File: src/rtl/vertex_project_to_window_assert.svh
// ----------------------------------------------------------------------------
// vertex_project_to_window assertion macros
// clocked assertion shorthands, sampled on clk and disabled during rst
// ----------------------------------------------------------------------------
`ifndef VERTEX_PROJECT_TO_WINDOW_ASSERT_SVH
`define VERTEX_PROJECT_TO_WINDOW_ASSERT_SVH

// property holds at every edge out of reset
`define VPW_ASSERT(lbl, prop, msg) \
  lbl: assert property (@(posedge clk) disable iff (rst) prop) else $error(msg);

// condition at one edge implies a consequence at the next
`define VPW_ASSERT_NEXT(lbl, pre, post, msg) \
  lbl: assert property (@(posedge clk) disable iff (rst) (pre) |=> (post)) else $error(msg);

`endif

File: src/rtl/vpw_pkg.sv
// ----------------------------------------------------------------------------
// vpw_pkg
// shared types and constants for the vertex projection block
// ----------------------------------------------------------------------------
`default_nettype none

package vpw_pkg;

  localparam int COORD_WIDTH   = 32;
  localparam int FRAC_BITS_DEF = 16;
  localparam int INDEX_W       = 5;
  localparam int STORE_DEPTH   = 32;
  localparam int QUEUE_DEPTH   = 2;   // power of two
  localparam int ORIGIN_W      = 16;
  localparam int VIEW_W        = 15;
  localparam int CFG_DATA_W    = 16;
  localparam int CFG_INDEX_W   = 2;

  localparam logic CMD_LOAD    = 1'b0;
  localparam logic CMD_PROJECT = 1'b1;

  localparam logic [CFG_INDEX_W-1:0] REG_ORIGIN_X = 2'd0;
  localparam logic [CFG_INDEX_W-1:0] REG_ORIGIN_Y = 2'd1;
  localparam logic [CFG_INDEX_W-1:0] REG_WIDTH    = 2'd2;
  localparam logic [CFG_INDEX_W-1:0] REG_HEIGHT   = 2'd3;

  localparam logic [VIEW_W-1:0] RESET_WIDTH  = 15'd640;
  localparam logic [VIEW_W-1:0] RESET_HEIGHT = 15'd480;

  typedef struct packed {
    logic                          load;
    logic [INDEX_W-1:0]            index;
    logic signed [COORD_WIDTH-1:0] value;
    logic signed [COORD_WIDTH-1:0] x;
    logic signed [COORD_WIDTH-1:0] y;
    logic signed [COORD_WIDTH-1:0] z;
  } item_t;

  typedef struct packed {
    logic signed [ORIGIN_W-1:0] origin_x;
    logic signed [ORIGIN_W-1:0] origin_y;
    logic [VIEW_W-1:0]          width;
    logic [VIEW_W-1:0]          height;
  } view_t;

endpackage

`default_nettype wire

File: src/rtl/vpw_front.sv
// ----------------------------------------------------------------------------
// vpw_front
// accepts requests, tags them as load or project, queues them for the back end
// ----------------------------------------------------------------------------
`default_nettype none

module vpw_front (
  input  logic                                  clk,
  input  logic                                  rst,
  input  logic                                  push,
  output logic                                  full,
  input  logic                                  cmd,
  input  logic [vpw_pkg::INDEX_W-1:0]           entry_index,
  input  logic signed [vpw_pkg::COORD_WIDTH-1:0] entry_value,
  input  logic signed [vpw_pkg::COORD_WIDTH-1:0] point_x,
  input  logic signed [vpw_pkg::COORD_WIDTH-1:0] point_y,
  input  logic signed [vpw_pkg::COORD_WIDTH-1:0] point_z,
  output vpw_pkg::item_t                        item,
  output logic                                  avail,
  input  logic                                  take
);

  localparam int PTR_W = $clog2(vpw_pkg::QUEUE_DEPTH);
  localparam int CNT_W = $clog2(vpw_pkg::QUEUE_DEPTH + 1);

  vpw_pkg::item_t   slots [vpw_pkg::QUEUE_DEPTH];
  vpw_pkg::item_t   incoming;
  logic [PTR_W-1:0] wr_ptr;
  logic [PTR_W-1:0] rd_ptr;
  logic [CNT_W-1:0] count;
  logic             accept;
  logic             take_ok;

  always_comb begin
    incoming.load  = (cmd == vpw_pkg::CMD_LOAD);
    incoming.index = entry_index;
    incoming.value = entry_value;
    incoming.x     = point_x;
    incoming.y     = point_y;
    incoming.z     = point_z;
  end

  assign full    = (count == CNT_W'(vpw_pkg::QUEUE_DEPTH));
  assign avail   = (count != '0);
  assign accept  = push && !full;
  assign take_ok = take && avail;
  assign item    = slots[rd_ptr];

  always_ff @(posedge clk) begin
    if (accept) begin
      slots[wr_ptr] <= incoming;
    end
  end

  always_ff @(posedge clk) begin
    if (rst) begin
      wr_ptr <= '0;
      rd_ptr <= '0;
      count  <= '0;
    end else begin
      if (accept) begin
        wr_ptr <= wr_ptr + 1'b1;
      end
      if (take_ok) begin
        rd_ptr <= rd_ptr + 1'b1;
      end
      case ({accept, take_ok})
        2'b10:   count <= count + 1'b1;
        2'b01:   count <= count - 1'b1;
        default: count <= count;
      endcase
    end
  end

endmodule

`default_nettype wire

File: config.mk
export PLATFORM = sky130hd
export DESIGN_NAME = vpw_front
export DESIGN_NICKNAME = d
export VERILOG_FILES = /design/src/rtl/vertex_project_to_window_assert.svh /design/src/rtl/vpw_pkg.sv /design/src/rtl/vpw_front.sv
export SDC_FILE = /design/constraint.sdc
export NUM_CORES = 1
export LEC_CHECK = 0
export ABC_CLOCK_PERIOD_IN_PS = 11350
export BUFFER_PORTS_ARGS = -buffer_cell sky130_fd_sc_hd__buf_2
export CAP_MARGIN = 15
export CORE_UTILIZATION = 25
export CTS_CLUSTER_DIAMETER = 60
export DETAILED_ROUTE_END_ITERATION = 8
export GPL_ROUTABILITY_DRIVEN = 0
export PLACE_DENSITY = 0.52
export SETUP_SLACK_MARGIN = 0.2
export SKIP_CTS_REPAIR_TIMING = 1
export SLEW_MARGIN = 20
export SYNTH_ARGS = -nofsm -noshare
export SYNTH_HDL_FRONTEND = slang
export SYNTH_SLANG_ARGS = --single-unit
File: constraint.sdc
create_clock -name clk -period 11.35 [get_ports clk]
set_input_delay 1.135 -clock clk [delete_from_list [all_inputs] [get_ports clk]]
set_output_delay 1.135 -clock clk [all_outputs]
set_load 0.1 [all_outputs]
==> reports/qor.csv <==
stage,metric,value,unit
outcome,outcome,"complete, no violations",
synthesis,fraction of synthesized cell area taken by the top area cell type,81.4,%
timing,unrepaired setup endpoints after global routing,no,
synthesis,mapped cell area,9880,sq um
critical_path,sort of element at the start of the critical path,flip-flop,
route,sum of routed wire length over all layers,20000,um
timing,worst-case headroom to the max-slew limit,31.2,%
synthesis,cells taking the most area after synthesis,"sky130_fd_sc_hd__edfxtp_1 81%, sky130_fd_sc_hd__mux2_2 15%, sky130_fd_sc_hd__dfxtp_1 1.0%",
route,count of TritonRoute iterations in the first routing pass,4,
global_routing,total congestion overflow after global routing,0,
layout,number of fill cells,3784,
synthesis,sequential element share of the synthesized area,82.4,%
timing,worst clock skew,0.00991,ns
layout,relative area change from synthesis to final layout,29.9,%
global_routing,number of global-route vias before repair,5350,
timing,Fin Setup TNS,0,ns
cts,worst skew pair latency,0.55,ns
timing,minimum clock period after layout,3.75,ns
placement,quantity of I/O buffers inserted on ports,273,
synthesis,number of cells produced by synthesis,444,
critical_path,Required @ worst endpoint,10.22,ns
timing,Final Hold Violating Endpoints,0,
floorplanning,floorplan core area,38800,sq um
synthesis,count of warnings emitted by yosys,0,
global_routing,total track usage,9.76,%
synthesis,fraction of registers with async set/reset,0,%
critical_path,"Arr. time, crit path",2.61,ns
timing,count of final setup violators,0,
layout,count of nets after finishing,878,
critical_path,crit path max-delay cell type,sky130_fd_sc_hd__buf_4,
global_routing,met1 GRT Util,11.6,%
route,DRT iter0 DRCs,107,
cts,root cell of the clock tree,sky130_fd_sc_hd__clkbuf_16,
floorplanning,die height,201,um
synthesis,number of storage elements in the synthesis netlist,273,
cts,worst-case clock buffer depth,3,
floorplanning,Horiz. Die Dim,201,um
critical_path,worst-path maximum fanout,59,
synthesis,number of library cell types mapped by synthesis,20,
synthesis,"count leader, synth",sky130_fd_sc_hd__edfxtp_1,
cts,TritonCTS clock tree,done,
synthesis,synthesized area per cell,22.3,sq um
min_path,Hold Path Class,flip-flop to flip-flop,
synthesis,Most used DFF post-synth,sky130_fd_sc_hd__edfxtp_1,
timing,Final period util,33.0,%
route,vias after detailed routing,5058,
global_routing,number of antenna violations at the first check in global routing,3,
synthesis,Post-synth EDFFs,268,
global_routing,met3 GRT Util,4.16,%
route,via count normalized by instance count,3.94,
timing,slew of the pin with the lowest slew margin,1.03,ns
critical_path,worst path cell trace,buf_4 > mux2_2 > buf_2,
global_routing,maximum number of pins on one net before global-route repair,71,
global_routing,busiest metal layer after global routing,met2,
floorplanning,initial cell density of the core,25.5,%
timing,highest clock rate,267,MHz
cts,clock-pin slew of the registers on the worst-case setup and hold paths,0.06,ns
critical_path,Worst Setup End Kind,primary output,
cts,H-tree depth,1,
global_routing,GR met2 Demand/Resource,15.9,%
synthesis,leading area contributor after synthesis,sky130_fd_sc_hd__edfxtp_1,
global_routing,global-route wire length before repair,30400,um
critical_path,delay contributed by the slowest stage of the critical path,0.69,ns
floorplanning,Cell Rows,72,
layout,share of layout cells above drive strength 1,60.3,%
floorplanning,full die area,40300,sq um
synthesis,most common library cells after synthesis,"268 x sky130_fd_sc_hd__edfxtp_1, 134 x sky130_fd_sc_hd__mux2_2, 8 x sky130_fd_sc_hd__buf_2",
timing,Max Slew Vio Count,0,
route,final routed wire length divided by cell count,15.6,um
cts,sinks on the clock net,273,
route,Post-DRT Antenna Nets,0,
run,max-cap check violation count,0,
floorplanning,count of boundary I/O pins,274,
synthesis,"Net Count, Synth",583,
cts,number of buffers created by CTS,30,
route,drt drc,0,
placement,half-perimeter wire length after detailed placement,12600,um
critical_path,critical path class,flip-flop to primary output,
[worst paths after layout]
check	depth (start not counted)	slack, ns	startpoint	to
setup / recovery	3	7.60	flip-flop	item[86]
hold / removal	2	0.50	wr_ptr	wr_ptr
setup reg to reg	5	8.47	count[0]	slots[0][100]
hold reg to reg	2	0.50	wr_ptr	wr_ptr
[logic make-up after synthesis]
family	Yosys count	synth area share [%]
flip-flops	273	82.4
multiplexers	134	15.3
buffers and inverters	19	1.13
AND/OR/NAND/NOR	9	0.494
AO/OA/AOI/OAI	5	0.279
XOR/XNOR	3	0.266
adder cells (fa/ha/maj)	1	0.127
[per-stage QoR]
step	instances	hold WS [ns]	setup slack (ns)	cell area (sq um)	utilization [%]
2_1_floorplan	444	0.452	6.57	9880	-
3_3_place_gp	1225	0.478	7.69	11900	30.5
3_5_place_dp	1225	0.491	7.69	11900	30.5
4_1_cts	1281	0.501	7.47	12800	33.0
5_1_grt	1281	0.518	7.36	12800	33.0
6_report	1283	0.501	7.60	12800	33.1
[worst max-delay path: cells and delay by family (launching register included)]
| kind | cells | cell delay, ns |
|---|---|---|
| buf+inv | 2 | 1.12 |
| flops | 1 | 0.55 |
| mux | 1 | 0.29 |
[placed cells by master (no fill, tap or decap), types with 2 or more instances in the layout]
master	n
sky130_fd_sc_hd__dfxtp_1	4
sky130_fd_sc_hd__o21ai_0	2
sky130_fd_sc_hd__clkbuf_1	11
sky130_fd_sc_hd__diode_2	2
sky130_fd_sc_hd__buf_2	273
sky130_fd_sc_hd__mux2_2	134
sky130_fd_sc_hd__buf_4	5
sky130_fd_sc_hd__xnor2_1	2
sky130_fd_sc_hd__clkinv_2	5
sky130_fd_sc_hd__a21oi_1	2
sky130_fd_sc_hd__or3_1	2
sky130_fd_sc_hd__inv_1	2
sky130_fd_sc_hd__nor2_1	3
sky130_fd_sc_hd__clkbuf_8	2
sky130_fd_sc_hd__clkinv_1	3
sky130_fd_sc_hd__bufinv_16	3
sky130_fd_sc_hd__clkbuf_16	31
sky130_fd_sc_hd__edfxtp_1	268
[routing by layer]
layer,up-vias,share of wire (%)
met3,29,9.4
met4,4,2.0
met2,178,46
met5,-,0.13
li1,2360,-
met1,2487,42
[flip-flops by register name, summed over array words and instances, names as in the netlist, named ones only]
name / flops
count: 2
rd_ptr: 1
slots: 268
wr_ptr: 1
[area by class of cell]
cell class | instances | area (sq um) | share of cell area [%]
diodes | 2 | 5.00 | 0.0390
clock buffers | 44 | 845 | 6.58
clock inverters | 12 | 134 | 1.04
inverters | 4 | 20.0 | 0.156
multi-input cells | 152 | 1630 | 12.7
flip-flops and latches | 273 | 8150 | 63.5
well taps | 518 | 648 | 5.05
repair buffers | 278 | 1400 | 10.9
Power is not shown: default switching activity piles up to over one toggle a cycle in this logic, so the estimate is an artifact.
